### src/hw/rtl/ntte_pkg.sv
// Package for the transmit tag and event engine: sizes, codes and state type.
// No dependencies; imported by ntte_ram users and the top level.
`timescale 1ns / 1ps

package ntte_pkg;

    localparam int NUM_TAGS       = 64;
    localparam int NUM_RX_BUFFERS = 64;
    localparam int MTU_BYTES      = 8192;

    localparam int TAG_AW = $clog2(NUM_TAGS);   // tag index bits
    localparam int TAG_W  = TAG_AW + 1;         // head/link bits, NUM_TAGS means end

    localparam int PAY_W   = 14;
    localparam int ADDR_W  = 16;
    localparam int EVENT_W = 32;
    localparam int KIND_W  = 3;
    localparam int STAT_W  = 2;
    localparam int HALF_W  = 16;
    localparam int QLEN_W  = 12;

    localparam logic [HALF_W-1:0] EV_TX_DONE  = 16'd125;
    localparam logic [HALF_W-1:0] EV_RX       = 16'd126;
    localparam logic [HALF_W-1:0] EV_CRC_ERR  = 16'd135;
    localparam logic [HALF_W-1:0] NODE_STRIDE = 16'd254;

    localparam logic [KIND_W-1:0] KIND_TX_CMD    = 3'd0;
    localparam logic [KIND_W-1:0] KIND_RX        = 3'd1;
    localparam logic [KIND_W-1:0] KIND_TX_DONE   = 3'd2;
    localparam logic [KIND_W-1:0] KIND_CRC_ERR   = 3'd3;
    localparam logic [KIND_W-1:0] KIND_UNHANDLED = 3'd4;

    localparam logic [STAT_W-1:0] STAT_OK       = 2'd0;
    localparam logic [STAT_W-1:0] STAT_NO_TAG   = 2'd1;
    localparam logic [STAT_W-1:0] STAT_BAD_IDX  = 2'd2;

    localparam logic MODE_TX    = 1'b0;

    typedef enum logic {
        ST_IDLE,
        ST_EXEC
    } state_t;

endpackage

### src/hw/rtl/ntte_ram.sv
// Generic single-clock RAM: one write port, one read port, registered read.
// No dependencies.
`timescale 1ns / 1ps

module ntte_ram #(
    parameter int WIDTH = 8,
    parameter int DEPTH = 64
) (
    input  logic                     aclk,
    input  logic                     we,
    input  logic [$clog2(DEPTH)-1:0] waddr,
    input  logic [WIDTH-1:0]         wdata,
    input  logic [$clog2(DEPTH)-1:0] raddr,
    output logic [WIDTH-1:0]         rdata
);

    logic [WIDTH-1:0] mem [DEPTH];
    logic [WIDTH-1:0] rdata_reg;

    always_ff @(posedge aclk) begin
        if (we) begin
            mem[waddr] <= wdata;
        end
        rdata_reg <= mem[raddr];
    end

    assign rdata = rdata_reg;

endmodule

### src/hw/rtl/nic_tx_tag_and_event_engine.sv
// Transmit tag allocator (LIFO free list in RAM) and completion event decoder.
// Depends on ntte_pkg and ntte_ram.
//
//  channel | ports             | tuser       | tdata
//  --------+-------------------+-------------+-------------------------------------
//  input   | s_tvalid/s_tready | mode        | payload_bytes, dest_addr_low, event_word
//  result  | m_tvalid/m_tready | kind        | status, tag_or_index, node_id, quad_length,
//          |                   |             | event_type
//
// For each item, the accept cycle reads the link entry at the list head from the
// RAM, the next cycle uses the read data, updates the head and the link RAM, and
// loads the output register. One item is in work at a time.
// Reset empties the output register and rebuilds the free list at once through
// per-entry valid bits; no clearing pass. A stalled output holds the result in the
// output register; the next item is still accepted and then waits in the work
// cycle until that register can be refilled. No item is accepted during reset.
`timescale 1ns / 1ps

module nic_tx_tag_and_event_engine (
    input  logic        aclk,
    input  logic        aresetn,
    input  logic        s_tvalid,
    output logic        s_tready,
    input  logic        s_tuser,   // mode
    input  logic [63:0] s_tdata,   // payload_bytes[13:0], dest_addr_low[29:14],
                                   // event_word[61:30], zero[63:62]
    output logic        m_tvalid,
    input  logic        m_tready,
    output logic [ntte_pkg::KIND_W-1:0] m_tuser,  // kind
    output logic [63:0] m_tdata    // status[1:0], tag_or_index[17:2], node_id[33:18],
                                   // quad_length[45:34], event_type[61:46], zero[63:62]
);

    import ntte_pkg::*;

    state_t state_reg, state_next;

    logic                mode_reg;
    logic [PAY_W-1:0]    pay_reg;
    logic [ADDR_W-1:0]   dest_reg;
    logic [EVENT_W-1:0]  ev_reg;

    logic [TAG_W-1:0]    free_head_reg, free_head_next;
    logic [NUM_TAGS-1:0] valid_reg, valid_next;

    logic                m_tvalid_reg, m_tvalid_next;
    logic [KIND_W-1:0]   kind_reg, kind_next;
    logic [STAT_W-1:0]   status_reg, status_next;
    logic [HALF_W-1:0]   tag_reg, tag_next;
    logic [HALF_W-1:0]   node_reg, node_next;
    logic [QLEN_W-1:0]   qlen_reg, qlen_next;
    logic [HALF_W-1:0]   etype_reg, etype_next;

    logic                in_take;
    logic                exec_done;
    logic                out_free;

    logic                ram_we;
    logic [TAG_AW-1:0]   ram_waddr;
    logic [TAG_W-1:0]    ram_wdata;
    logic [TAG_W-1:0]    ram_rdata;

    logic [TAG_AW-1:0]   head_idx;
    logic [TAG_W-1:0]    link_val;
    logic [HALF_W-1:0]   ev_type;
    logic [HALF_W-1:0]   ev_idx;
    logic [HALF_W-1:0]   x_prod;
    logic [PAY_W-1:0]    pay_clamped;
    logic [PAY_W:0]      pay_sum;
    logic [PAY_W-2:0]    quads;

    ntte_ram #(
        .WIDTH (TAG_W),
        .DEPTH (NUM_TAGS)
    ) u_link_ram (
        .aclk  (aclk),
        .we    (ram_we),
        .waddr (ram_waddr),
        .wdata (ram_wdata),
        .raddr (head_idx),
        .rdata (ram_rdata)
    );

    assign out_free = !m_tvalid_reg || m_tready;
    assign head_idx = free_head_reg[TAG_AW-1:0];

    // next state
    always_comb begin
        state_next = state_reg;
        case (state_reg)
            ST_IDLE: begin
                if (s_tvalid) state_next = ST_EXEC;
            end
            ST_EXEC: begin
                if (out_free) state_next = ST_IDLE;
            end
            default: state_next = ST_IDLE;
        endcase
    end

    // FSM outputs
    always_comb begin
        s_tready  = 1'b0;
        exec_done = 1'b0;
        case (state_reg)
            ST_IDLE: s_tready  = aresetn;
            ST_EXEC: exec_done = out_free;
            default: ;
        endcase
    end

    assign in_take = s_tvalid && s_tready;

    // datapath for the item in work
    always_comb begin
        ev_type = ev_reg[31:16];
        ev_idx  = ev_reg[15:0];

        // entries never written since reset hold their initial link
        if (valid_reg[head_idx]) begin
            link_val = ram_rdata;
        end else if (head_idx == '0) begin
            link_val = TAG_W'(NUM_TAGS);
        end else begin
            link_val = TAG_W'(head_idx) - TAG_W'(1);
        end

        x_prod      = {8'd0, dest_reg[15:8]} * NODE_STRIDE;
        pay_clamped = (pay_reg > PAY_W'(MTU_BYTES)) ? PAY_W'(MTU_BYTES) : pay_reg;
        pay_sum     = {1'b0, pay_clamped} + (PAY_W+1)'(4);
        quads       = pay_sum[PAY_W:2] - (PAY_W-1)'(1);

        free_head_next = free_head_reg;
        valid_next     = valid_reg;
        ram_we         = 1'b0;
        ram_waddr      = ev_idx[TAG_AW-1:0];
        ram_wdata      = free_head_reg;

        kind_next   = KIND_UNHANDLED;
        status_next = STAT_OK;
        tag_next    = ev_idx;
        node_next   = '0;
        qlen_next   = '0;
        etype_next  = ev_type;

        if (mode_reg == MODE_TX) begin
            kind_next  = KIND_TX_CMD;
            node_next  = x_prod + {8'd0, dest_reg[7:0]} - HALF_W'(1);
            qlen_next  = quads[QLEN_W-1:0];
            etype_next = '0;
            if (free_head_reg < TAG_W'(NUM_TAGS)) begin
                tag_next = HALF_W'(head_idx);
                if (exec_done) begin
                    free_head_next = (link_val > TAG_W'(NUM_TAGS)) ?
                                     TAG_W'(NUM_TAGS) : link_val;
                end
            end else begin
                status_next = STAT_NO_TAG;
                tag_next    = '0;
            end
        end else if (ev_type == EV_RX) begin
            kind_next = KIND_RX;
            if (ev_idx >= HALF_W'(NUM_RX_BUFFERS)) status_next = STAT_BAD_IDX;
        end else if (ev_type == EV_TX_DONE) begin
            kind_next = KIND_TX_DONE;
            if (ev_idx < HALF_W'(NUM_TAGS)) begin
                if (exec_done) begin
                    ram_we                  = 1'b1;
                    valid_next[ram_waddr]   = 1'b1;
                    free_head_next          = TAG_W'(ev_idx[TAG_AW-1:0]);
                end
            end else begin
                status_next = STAT_BAD_IDX;
            end
        end else if (ev_type == EV_CRC_ERR) begin
            kind_next = KIND_CRC_ERR;
        end

        if (exec_done) begin
            m_tvalid_next = 1'b1;
        end else if (m_tready) begin
            m_tvalid_next = 1'b0;
        end else begin
            m_tvalid_next = m_tvalid_reg;
        end
    end

    always_ff @(posedge aclk) begin
        if (!aresetn) begin
            state_reg     <= ST_IDLE;
            free_head_reg <= TAG_W'(NUM_TAGS - 1);
            valid_reg     <= '0;
            m_tvalid_reg  <= 1'b0;
        end else begin
            state_reg     <= state_next;
            free_head_reg <= free_head_next;
            valid_reg     <= valid_next;
            m_tvalid_reg  <= m_tvalid_next;
        end
    end

    always_ff @(posedge aclk) begin
        if (in_take) begin
            mode_reg <= s_tuser;
            pay_reg  <= s_tdata[13:0];
            dest_reg <= s_tdata[29:14];
            ev_reg   <= s_tdata[61:30];
        end
        if (exec_done) begin
            kind_reg   <= kind_next;
            status_reg <= status_next;
            tag_reg    <= tag_next;
            node_reg   <= node_next;
            qlen_reg   <= qlen_next;
            etype_reg  <= etype_next;
        end
    end

    assign m_tvalid = m_tvalid_reg;
    assign m_tuser  = kind_reg;
    assign m_tdata  = {2'b00, etype_reg, qlen_reg, node_reg, tag_reg, status_reg};

endmodule
### config.mk
export PLATFORM = sky130hd
export DESIGN_NAME = nic_tx_tag_and_event_engine
export DESIGN_NICKNAME = d
export VERILOG_FILES = /design/src/hw/rtl/ntte_pkg.sv /design/src/hw/rtl/ntte_ram.sv /design/src/hw/rtl/nic_tx_tag_and_event_engine.sv
export SDC_FILE = /design/constraint.sdc
export NUM_CORES = 1
export LEC_CHECK = 0
export BUFFER_PORTS_ARGS = -buffer_cell sky130_fd_sc_hd__buf_2
export CAP_MARGIN = 5
export CORE_MARGIN = 2
export CORE_UTILIZATION = 50
export DETAILED_ROUTE_END_ITERATION = 7
export HOLD_SLACK_MARGIN = 0.05
export MAX_ROUTING_LAYER = met4
export PLACE_DENSITY = 0.67
export RECOVER_POWER = 25
export SYNTH_ARGS = -nofsm -noshare
export SYNTH_HDL_FRONTEND = slang
export SYNTH_SLANG_ARGS = --single-unit
### constraint.sdc
create_clock -name aclk -period 8.33 [get_ports aclk]
set_input_delay 1.666 -clock aclk [delete_from_list [all_inputs] [get_ports aclk]]
set_output_delay 1.666 -clock aclk [all_outputs]
set_load 0.02 [all_outputs]
==> results of run 1 <==
[synthesized netlist by cell type, types with 3 or more instances]
| library cell | n |
|---|---|
| a21oi_1 | 20 |
| clkbuf_1 | 47 |
| a21o_1 | 8 |
| mux4_2 | 155 |
| ha_1 | 53 |
| o311ai_2 | 4 |
| nor2b_1 | 17 |
| nand3b_1 | 8 |
| edfxtp_1 | 576 |
| o31ai_1 | 8 |
| or2_2 | 4 |
| and2_1 | 31 |
| nand3_1 | 20 |
| fa_1 | 24 |
| and3_1 | 6 |
| xnor2_1 | 25 |
| buf_2 | 10 |
| a22oi_1 | 8 |
| o22ai_1 | 3 |
| dfxtp_1 | 80 |
| o21a_1 | 70 |
| o211ai_1 | 3 |
| nor4_1 | 8 |
| inv_1 | 87 |
| a211oi_1 | 6 |
| or4_1 | 3 |
| buf_4 | 8 |
| nand4_1 | 9 |
| nand2b_1 | 12 |
| nor3b_1 | 6 |
| a31oi_1 | 5 |
| mux2i_1 | 22 |
| o21ai_0 | 25 |
| nor2_1 | 180 |
| buf_1 | 15 |
| nor3_1 | 25 |
| or3_1 | 6 |
| nand2_1 | 51 |
| xor2_1 | 10 |
[area by class of cell]
cell class | count | share of cell area [%]
inverters | 87 | 1.032
clock buffers | 88 | 6.045
multi-input cells | 870 | 26.55
flip-flops and latches | 656 | 59.72
repair buffers | 153 | 2.526
diodes | 3 | 0.02372
well taps | 748 | 2.957
clock inverters | 38 | 1.147
[power by group]
group / total (mW) / switching (mW) / internal (mW)
clock network: 3.07 / 1.25 / 1.82
logic: 1.66 / 0.949 / 0.707
registers: 3.71 / 0.0454 / 3.66
[kinds of logic (layout without fill, tap and decap cells)]
kind of cell / Yosys count / after routing / synth area share [%]
flops: 656 / 656 / 67.51
simple gates: 399 / 399 / 6.874
compound gates: 179 / 179 / 4.595
mux: 177 / 177 / 13.26
buf+inv: 170 / 366 / 2.490
fa+ha+maj: 77 / 77 / 4.085
xor+xnor: 36 / 36 / 1.176
other cells: 1 / 5 / 0.01340
[per-stage QoR]
| stage | hold slack [ns] | setup WS (ns) | power, mW | utilization (%) |
|---|---|---|---|---|
| after floorplan | 0.4351 | 2.840 | 5.036 | - |
| after global placement | 0.4410 | 2.360 | 5.343 | 53.26 |
| after detailed placement | 0.4480 | 2.229 | 5.398 | 53.26 |
| after CTS | 0.4620 | 2.190 | 8.471 | 57.38 |
| after global routing | 0.4743 | 1.623 | 8.802 | 57.33 |
| final | 0.4615 | 2.042 | 8.436 | 57.33 |
[routing by layer]
layer  share of wire (%)  routed length [um]  track usage [%]  vias to the layer above
li1                    -                   -                -                     6805
met1                  42               24850            28.81                     7706
met2                  49               28440            32.97                      519
met3                 6.9                4015            3.866                       94
met4                 2.2                1304            5.854                        0
met5                   0                   0                -                        -
[path summary, 6_finish.rpt]
path | end | slack (ns) | cells after the start
max | node_reg[14] | 2.04 | 21
min | valid_reg[2] | 0.46 | 1
max reg2reg | node_reg[14] | 2.04 | 21
min reg2reg | valid_reg[2] | 0.46 | 1
==> PnR_summary.wiki, run 1 <==
{| class="wikitable"
! Metric !! Value
|-
| Outcome || finished with violations
|-
| Violations in the final reports || capacitance limit, slew limit
|-
| Worst clock skew || 0.02674 ns
|-
| Area post-placement || 29400 um2
|-
| Layout net count || 1984
|-
| Max FFs per register || 448
|-
| Number of placed instances with taps included || 2514
|-
| Setup-failing EPs final || 0
|-
| Critical setup path kind || flip-flop to flip-flop
|-
| Capturing element type of the critical path || flip-flop
|-
| Number of design rule violations left after detail routing || 0
|-
| Number of buffers inserted by hold repair at cts || 0
|-
| CP startpoint || dest_reg[13]
|-
| Std-Cell Core Area || 55200 um2
|-
| Root cell of the clock tree || clkbuf_16
|-
| Highest-count cells in the layout ignoring fill and taps || edfxtp_1, nor2_1, mux4_2
|-
| Maximum buffer depth of the clock tree || 3
|-
| Clock insertion delay at the later pin of the skew report || 0.61 ns
|-
| Number of distinct library cells after synthesis || 66
|-
| Num ports || 138
|-
| Most common library cell in the layout ignoring fill and taps || edfxtp_1
|-
| Number of maximum-capacitance violations || 7
|-
| Antenna violations before repair || 2
|-
| Syn Std Cell Area || 27990 um2
|-
| Standby leakage power || 11.04 nW
|-
| Number of cells produced by synthesis || 1695
|-
| Total power density per cell area || 266.6 nW/um2
|-
| Number of rows in the core area || 86
|-
| Dominant delay contributor by cell family on the critical path || adder cells
|-
| Vert. Die Dim || 240.6 um
|-
| Post-synth EDFFs || 576
|-
| Number of global-route vias before repair || 15126
|-
| Maximum fanout along the worst path || 5
|-
| Signed area change from the synthesized netlist to the final layout || 13.05%
|-
| Number of hold-slack violations in the final timing report || 0
|-
| Count of pins over their slew limit || 448
|-
| Drt first-iter violations || 1397
|-
| Multi-input combinational cell area || 8403 um2
|-
| Pin count of the biggest net entering global routing || 82
|-
| TritonCTS clock tree || done
|-
| Num CTS Buffers || 70
|-
| Transition at the pin with the smallest max-transition slack || 3.419 ns
|-
| Quantity of I/O buffers inserted on ports || 133
|-
| Leading post-synthesis cells by cell area || edfxtp_1, mux4_2, dfxtp_1
|-
| Area share of the leading cell type in the synthesized netlist || 61.79%
|-
| Mean routed wirelength per cell || 22.18 um
|-
| # fillers || 4208
|-
| Peak VDD IR || 0.2374 mV
|-
| Starting utilization of the core area || 50.71%
|-
| Class of the tightest hold or removal check || flip-flop to flip-flop
|-
| Clock slew at the register clock pins of the worst setup and hold paths || 0.06 ns
|-
| Share of synthesized area occupied by flip-flops and latches || 67.51%
|-
| Fraction of registers with async set or reset after synthesis || 0%
|-
| Crit path launch type || flip-flop
|-
| Startpoint of the most critical register-to-register path || dest_reg[13]
|-
| GRT Total Usage || 21.12%
|-
| Non-Filler Cell Area, Final || 31650 um2
|-
| Number of resized instances in the post-cts repair step || 0
|-
| Cell with the most instances on the worst path || fa_1
|-
| Longest individual stage delay on the worst path || 0.54 ns
|-
| First-pass GRT wire length || 88.73 mm
|-
| Placer's final routability congestion estimate || 0.8181
|-
| Tightest slew margin relative to the limit || -127.9%
|-
| Worst Path Required || 8.56 ns
|-
| Worst path buffer plus inverter count || 3
|-
| Final standard cell count with taps included and fillers excluded || 2643
|-
| WL final || 58.61 mm
|-
| Area occupied by registers || 18900 um2
|-
| Global-route congestion overflow total || 0
|-
| Critical Path Slowest Stage Cell || fa_1
|-
| Unrepaired setup endpoints after global routing || no
|-
| Total negative slack for setup checks || 0 ns
|-
| Source of the worst hold timing path || valid_reg[2]
|-
| Via total after detailed routing || 15124
|-
| Minimum clock period || 6.288 ns
|-
| Buffers inserted by post-CTS timing repair || 0
|-
| Final worst path period share || 75.49%
|-
| Width of the die || 240.6 um
|-
| Number of nets with antenna violations after detailed routing || 0
|-
| Critical-path cell list || inv_1, fa_1, fa_1, fa_1, fa_1, inv_1, ha_1, o21a_1, o31ai_1, nand2b_1, a21o_1, xor2_1, inv_1, ha_1, a21o_1, a21oi_1, a2bb2oi_1, o311ai_0, a211oi_1, o21ai_0, nor3b_1
|-
| Clk sinks || 656
|-
| H-Tree Level Count || 3
|-
| HPWL after detailed placement || 37.01 mm
|-
| Max Clock Freq || 159.0 MHz
|-
| TritonRoute pass-1 iters || 6
|-
| Top cell type by total area after synthesis || edfxtp_1
|-
| Count of warnings emitted by yosys || 0
|-
| Total of flip-flops plus latches after synthesis || 656
|-
| Average cell area after synthesis || 16.52 um2
|-
| Proportion of layout cells with a drive suffix above 1 || 22.25%
|-
| Top FF cell, synth || edfxtp_1
|-
| Area of the die || 57900 um2
|-
| Avg Vias per Cell || 5.722
|-
| Data arrival at the endpoint of the critical path || 6.52 ns
|}
(Power assumes the default switching activity.)
==> inputs of run 2 (changes only) <==
clock period = 6.2 ns   (was 8.33 ns; I/O delays follow)
==> PnR_summary.wiki, run 2 (synthesis results as in run 1) <==
{| class="wikitable"
! Metric !! Value
|-
| Number of hold-slack violations in the final timing report || 0 (unchanged)
|-
| Critical setup path kind || flip-flop to flip-flop
|-
| Crit path launch type || flip-flop
|-
| Cell internal power dissipation || 8.278 mW (+34%)
|-
| Number of rows in the core area || 86 (unchanged)
|-
| Mean routed wirelength per cell || 22.19 um (about the same)
|-
| Cell depth of the worst hold path || 1 (unchanged)
|-
| Maximum buffer depth of the clock tree || 3 (unchanged)
|-
| Transition at the pin with the smallest max-transition slack || 3.421 ns (+0.002292 ns)
|-
| Peak VDD IR || 0.4101 mV (+73%)
|-
| Number of placed instances with taps included || 2516 (+0.080%)
|-
| CP startpoint || dest_reg[12]
|-
| TritonCTS clock tree || done
|-
| Total power density per cell area || 356.0 nW/um2 (+34%)
|-
| Unrepaired setup endpoints after global routing || no
|-
| Root cell of the clock tree || clkbuf_16
|-
| Data arrival at the endpoint of the critical path || 6.17 ns (-0.35 ns)
|-
| Clock slew at the register clock pins of the worst setup and hold paths || 0.06 ns (about the same)
|-
| Total negative slack for setup checks || 0 ns (unchanged)
|-
| GRT Total Usage || 21.29% (+0.17 points)
|-
| Num ports || 138 (unchanged)
|-
| Portion of total power attributed to sequential cells || 44.3% (+0.3 points)
|-
| Clk sinks || 656 (unchanged)
|-
| Area post-placement || 29440 um2 (+0.14%)
|-
| Clock power frac || 35.6% (-0.8 points)
|-
| Max FFs per register || 448 (unchanged)
|-
| Outcome || finished with violations
|-
| Non-Filler Cell Area, Final || 31640 um2 (about the same)
|-
| R2R cell count || 21 (unchanged)
|-
| H-Tree Level Count || 3 (unchanged)
|-
| Layout net count || 1985 (+0.050%)
|-
| Count of pins over their slew limit || 311 (-31%)
|-
| Post-layout util || 57.32% (about the same)
|-
| Standby leakage power || 11.03 nW (about the same)
|-
| First-pass GRT wire length || 89.58 mm (+0.96%)
|-
| Number of design rule violations left after detail routing || 0 (unchanged)
|-
| Number of global-route vias before repair || 15104 (-0.15%)
|-
| Net switching power || 2.985 mW (+33%)
|-
| Clock insertion delay at the later pin of the skew report || 0.61 ns (about the same)
|-
| Vert. Die Dim || 240.6 um (unchanged)
|-
| End point of the most critical hold path || valid_reg[38]
|-
| Signed area change from the synthesized netlist to the final layout || 13.03% (about the same)
|-
| Pin count of the biggest net entering global routing || 84 (+2.4%)
|-
| # fillers || 4159 (-1.2%)
|-
| Worst clock skew || 0.03043 ns (+0.003686 ns)
|-
| Area of the die || 57900 um2 (unchanged)
|-
| HPWL after detailed placement || 36.91 mm (-0.26%)
|-
| Avg Vias per Cell || 5.691 (-0.55%)
|-
| Width of the die || 240.6 um (unchanged)
|-
| Number of nets with antenna violations after detailed routing || 0 (unchanged)
|-
| Switching fraction of total power || 26.50% (-0.13 points)
|-
| Placer's final routability congestion estimate || 0.8063 (-1.4%)
|-
| Final worst path period share || 94.35% (+19 points)
|-
| Num CTS Buffers || 69 (-1.4%)
|-
| Source of the worst hold timing path || valid_reg[38]
|-
| Setup-failing EPs final || 0 (unchanged)
|-
| Std-Cell Core Area || 55200 um2 (unchanged)
|-
| TritonRoute pass-1 iters || 5 (-1)
|-
| Tightest slew margin relative to the limit || -128.4% (-0.47 points)
|-
| Startpoint of the most critical register-to-register path || dest_reg[12]
|-
| Starting utilization of the core area || 50.71% (unchanged)
|-
| Violations in the final reports || capacitance limit, slew limit
|-
| Quantity of I/O buffers inserted on ports || 133 (unchanged)
|-
| Minimum clock period || 5.850 ns (-0.4384 ns)
|-
| Maximum fanout along the worst path || 5 (unchanged)
|-
| Max Clock Freq || 170.9 MHz (+7.5%)
|-
| Class of the tightest hold or removal check || flip-flop to flip-flop
|-
| Proportion of layout cells with a drive suffix above 1 || 22.21% (-0.041 points)
|-
| Final standard cell count with taps included and fillers excluded || 2641 (-0.076%)
|-
| WL final || 58.60 mm (about the same)
|-
| Antenna violations before repair || 1 (-1)
|-
| Critical register-to-register path endpoint || node_reg[14]
|-
| Most common library cell in the layout ignoring fill and taps || edfxtp_1
|-
| Worst Path Required || 6.52 ns (-2.04 ns)
|-
| Combinational fraction of design power || 20.1% (+0.5 points)
|-
| Number of maximum-capacitance violations || 5 (-2)
|-
| Via total after detailed routing || 15030 (-0.62%)
|-
| Highest-count cells in the layout ignoring fill and taps || edfxtp_1, nor2_1, mux4_2
|-
| Capturing element type of the critical path || flip-flop
|-
| Drt first-iter violations || 1232 (-12%)
|-
| Global-route congestion overflow total || 0 (unchanged)
|-
| Flop2flop setup slack || 0.35 ns (-1.69 ns)
|}
[run 2: cell types whose count changed in the layout (fill, tap and decap cells not counted), sizes merged]
| cell | change |
|---|---|
| buf | +4 |
| bufinv | -2 |
| clkbuf | +5 |
| clkinv | -6 |
| clkinvlp | -3 |
| diode | -1 |
| inv | +1 |
[run 2: power groups by stage]
stage | clock, mW | sequential (mW) | combinational, mW
after floorplan | 0 | 5.11 | 1.65
after global placement | 0 | 5.08 | 2.12
after detailed placement | 0 | 5.08 | 2.18
after CTS | 4.09 | 4.99 | 2.20
after global routing | 4.27 | 5.00 | 2.52
final | 4.01 | 4.99 | 2.26
[run 2: metrics by stage]
stage | setup slack [ns] | power, mW | hold slack [ns]
after global placement | 0.2883 | 7.195 | 0.4404
after global routing | 0.02440 | 11.79 | 0.4751
after floorplan | 0.7104 | 6.766 | 0.4351
after detailed placement | 0.1721 | 7.255 | 0.4495
after CTS | 0.1118 | 11.28 | 0.4629
final | 0.3501 | 11.26 | 0.4592
[run 2: routing by layer]
metal  up-vias  global-route usage [%]  routed length [um]  part of all wire (%)
li1       6808                       -                   -                     -
met1      7707                   29.00               25310                    43
met2       419                   33.39               28840                    49
met3        96                   3.466                3136                   5.4
met4         0                   6.362                1315                   2.2
met5         -                       -                   0                     0
[run 2: layout make-up]
type / instances / area (um2) / share of cell area (%)
inverter: 87 / 326.6 / 1.032
tap: 748 / 935.9 / 2.958
multi-input combinational: 870 / 8417 / 26.60
clock inverter: 28 / 259.0 / 0.8185
antenna: 2 / 5.005 / 0.01582
sequential: 656 / 18900 / 59.73
clock buffer: 95 / 1948 / 6.157
timing repair buffer: 155 / 849.6 / 2.685
[run 2: worst max path at each step]
stage | to | slack (ns)
after detailed placement | node_reg[14] | 0.17
after CTS | node_reg[14] | 0.11
final | node_reg[14] | 0.35
after floorplan | node_reg[15] | 0.71
after global placement | node_reg[14] | 0.29
after global routing | node_reg[14] | 0.02
[run 2: critical path, cell delays in order (launching register included)]
cell	delay (ns)
edfxtp_1	0.42
inv_1	0.19
fa_1	0.51
fa_1	0.49
fa_1	0.54
fa_1	0.53
inv_1	0.04
ha_1	0.34
o21a_1	0.14
o31ai_2	0.10
nand2b_1	0.10
a21o_1	0.19
xor2_1	0.21
inv_1	0.08
ha_1	0.36
a21o_1	0.22
a21oi_2	0.21
a2bb2oi_1	0.19
o311ai_1	0.14
a211oi_1	0.29
o21ai_0	0.13
nor3b_1	0.16
[run 2: what timing repair did]
action	CTS	global route
hold endpoints to repair	0	0
setup endpoints to repair	0	2
buffers inserted	0	0
hold buffers	0	0
resized for setup	0	5
==> inputs of run 3 (changes only) <==
CORE_UTILIZATION = 48   (was 50)
PLACE_DENSITY = not set   (was 0.67)
RECOVER_POWER = 50   (was 25)
==> PnR_summary.wiki, run 3 (synthesis results as in run 1) <==
{| class="wikitable"
! Metric !! Value
|-
| Cell depth of the worst hold path || 1 (unchanged)
|-
| Maximum fanout along the worst path || 5 (unchanged)
|-
| Count of pins over their slew limit || 858 (+180%)
|-
| Standby leakage power || 10.92 nW (-1.0%)
|-
| Critical setup path kind || flip-flop to flip-flop
|-
| Dominant delay contributor by cell family on the critical path || adder cells
|-
| Maximum buffer depth of the clock tree || 3 (unchanged)
|-
| Flop2flop setup slack || 0.28 ns (-0.07 ns)
|-
| Number of global-route vias before repair || 15199 (+0.63%)
|-
| HPWL after detailed placement || 37.68 mm (+2.1%)
|-
| Mean routed wirelength per cell || 22.71 um (+2.3%)
|-
| Total negative slack for setup checks || 0 ns (unchanged)
|-
| Data arrival at the endpoint of the critical path || 6.28 ns (+0.11 ns)
|-
| Startpoint of the most critical register-to-register path || dest_reg[12]
|-
| Peak VDD IR || 0.2659 mV (-35%)
|-
| Quantity of I/O buffers inserted on ports || 133 (unchanged)
|-
| Unrepaired setup endpoints after global routing || yes
|-
| Capturing element type of the critical path || flip-flop
|-
| TritonCTS clock tree || done
|-
| End point of the most critical hold path || valid_reg[54]
|-
| Max Clock Freq || 169.0 MHz (-1.1%)
|-
| Layout net count || 1985 (unchanged)
|-
| Critical Path Slowest Stage Cell || or4_1
|-
| Num CTS Buffers || 71 (+2.9%)
|-
| Setup-failing EPs final || 0 (unchanged)
|-
| Global-route congestion overflow total || 0 (unchanged)
|-
| Tightest slew margin relative to the limit || -151.0% (-23 points)
|-
| Std-Cell Core Area || 57700 um2 (+4.5%)
|-
| Via total after detailed routing || 15008 (-0.15%)
|-
| Number of resized instances in the post-cts repair step || 0 (unchanged)
|-
| Width of the die || 245.5 um (+2.0%)
|-
| Signed area change from the synthesized netlist to the final layout || 12.52%
|-
| Tot Pwr || 11.16 mW (-0.93%)
|-
| Worst Path Required || 6.56 ns (+0.04 ns)
|-
| Violations in the final reports || capacitance limit, slew limit
|-
| Area of the die || 60270 um2 (+4.1%)
|-
| Avg Vias per Cell || 5.638 (-0.93%)
|-
| Most common library cell in the layout ignoring fill and taps || edfxtp_1
|-
| Transition at the pin with the smallest max-transition slack || 3.765 ns (+0.3445 ns)
|-
| Non-Filler Cell Area, Final || 31500 um2 (-0.45%)
|-
| Source of the worst hold timing path || valid_reg[54]
|-
| Worst path buffer plus inverter count || 3 (unchanged)
|-
| Highest-count cells in the layout ignoring fill and taps || edfxtp_1, nor2_1, mux4_2
|-
| Clock slew at the register clock pins of the worst setup and hold paths || 0.06 ns (about the same)
|-
| Number of rows in the core area || 88 (+2.3%)
|-
| H-Tree Level Count || 3 (unchanged)
|-
| Final worst path period share || 95.42% (+1.1 points)
|-
| Vert. Die Dim || 245.5 um (+2.0%)
|-
| Number of design rule violations left after detail routing || 0 (unchanged)
|-
| TritonRoute pass-1 iters || 5 (unchanged)
|-
| Number of maximum-capacitance violations || 13 (+8)
|-
| Clk sinks || 656 (unchanged)
|-
| Longest individual stage delay on the worst path || 0.54 ns (about the same)
|-
| Crit path launch type || flip-flop
|-
| GRT Total Usage || 20.96% (-0.33 points)
|-
| Clock insertion delay at the later pin of the skew report || 0.62 ns (about the same)
|-
| WL final || 60.46 mm (+3.2%)
|-
| First-pass GRT wire length || 92.27 mm (+3.0%)
|-
| Drt first-iter violations || 1080 (-12%)
|-
| Antenna violations before repair || 0 (-1)
|-
| Critical register-to-register path endpoint || node_reg[15]
|-
| Root cell of the clock tree || clkbuf_16
|-
| Cell with the most instances on the worst path || fa_1
|-
| R2R cell count || 19 (-9.5%)
|-
| Number of nets with antenna violations after detailed routing || 0 (unchanged)
|-
| Starting utilization of the core area || 48.52% (-2.2 points)
|-
| Placer's final routability congestion estimate || 0.8511 (+5.6%)
|-
| Class of the tightest hold or removal check || flip-flop to flip-flop
|-
| Max FFs per register || 448 (unchanged)
|-
| Minimum clock period || 5.916 ns (+0.06641 ns)
|-
| Buffers inserted by post-CTS timing repair || 0 (unchanged)
|-
| Number of hold-slack violations in the final timing report || 0 (unchanged)
|-
| Number of buffers inserted by hold repair at cts || 0 (unchanged)
|-
| Total power density per cell area || 354.3 nW/um2 (-0.48%)
|-
| Worst clock skew || 0.01930 ns (-0.01113 ns)
|-
| Outcome || finished with violations
|-
| Critical-path cell list || inv_1, fa_1, fa_1, fa_1, fa_1, inv_1, ha_1, or4_1, o21ai_0, or2_2, xnor2_1, inv_1, ha_1, nand3_1, o21a_1, o31ai_2, nand4_1, a2bb2oi_1, mux2i_1
|-
| Proportion of layout cells with a drive suffix above 1 || 20.95% (-1.3 points)
|-
| Area post-placement || 29440 um2 (about the same)
|-
| Num ports || 138 (unchanged)
|-
| Pin count of the biggest net entering global routing || 151 (+80%)
|}
==> run 3: routing by layer <==
layer	wire [um]	up-vias	track usage, %
li1	-	6809	-
met1	26640	7729	29.17
met2	29120	398	32.31
met3	3559	72	3.765
met4	1140	0	5.205
met5	0	-	-
==> run 3: stage by stage <==
step | setup WS [ns] | hold slack (ns) | std cells | utilization [%]
3_3_place_gp | 0.2889 | 0.4414 | 2531 | 51.03
5_1_grt | -0.01952 | 0.4733 | 2660 | 54.58
3_5_place_dp | 0.1967 | 0.4487 | 2531 | 51.03
2_1_floorplan | 0.7104 | 0.4351 | 1696 | -
4_1_cts | 0.1145 | 0.4620 | 2660 | 54.69
6_report | 0.2837 | 0.4619 | 2662 | 54.59
==> run 3: worst reg2reg max path, stage by stage, from the launching register on <==
cell and delay [ns]:
edfxtp_1 0.43, inv_1 0.20, fa_1 0.50, fa_1 0.50
fa_1 0.53, fa_1 0.53, inv_1 0.04, ha_1 0.35
or4_1 0.54, o21ai_0 0.12, or2_2 0.20, xnor2_1 0.17
inv_1 0.08, ha_1 0.36, nand3_1 0.16, o21a_1 0.25
o31ai_2 0.27, nand4_1 0.14, a2bb2oi_1 0.18, mux2i_1 0.12
==> run 3: layout make-up <==
cell class	instances	area [um2]
Tap cell	765	957.2
Antenna cell	2	5.005
Fill cell	4604	26200
Clock inverter	37	220.2
Timing Repair Buffer	153	783.3
Inverter	87	326.6
Sequential cell	656	18900
Multi-Input combinational cell	870	8421
Clock buffer	92	1887
==> run 3: how the worst max path moves through the flow <==
stage,from,end,slack [ns],cells after the start
4_1_cts,dest_reg[13],node_reg[15],0.11,19
6_report,dest_reg[12],node_reg[15],0.28,19
3_5_place_dp,dest_reg[13],node_reg[14],0.20,21
3_3_place_gp,dest_reg[13],node_reg[15],0.29,19
2_1_floorplan,dest_reg[13],node_reg[15],0.71,19
5_1_grt,dest_reg[12],node_reg[14],-0.02,18
==> run 3: where the power goes <==
| part | internal [mW] | leakage [nW] | switching (mW) |
|---|---|---|---|
| sequential | 4.93 | 5.87 | 0.0635 |
| combinational | 0.994 | 4.02 | 1.30 |
| clock | 2.16 | 1.03 | 1.71 |
| total | 8.08 | 10.9 | 3.07 |
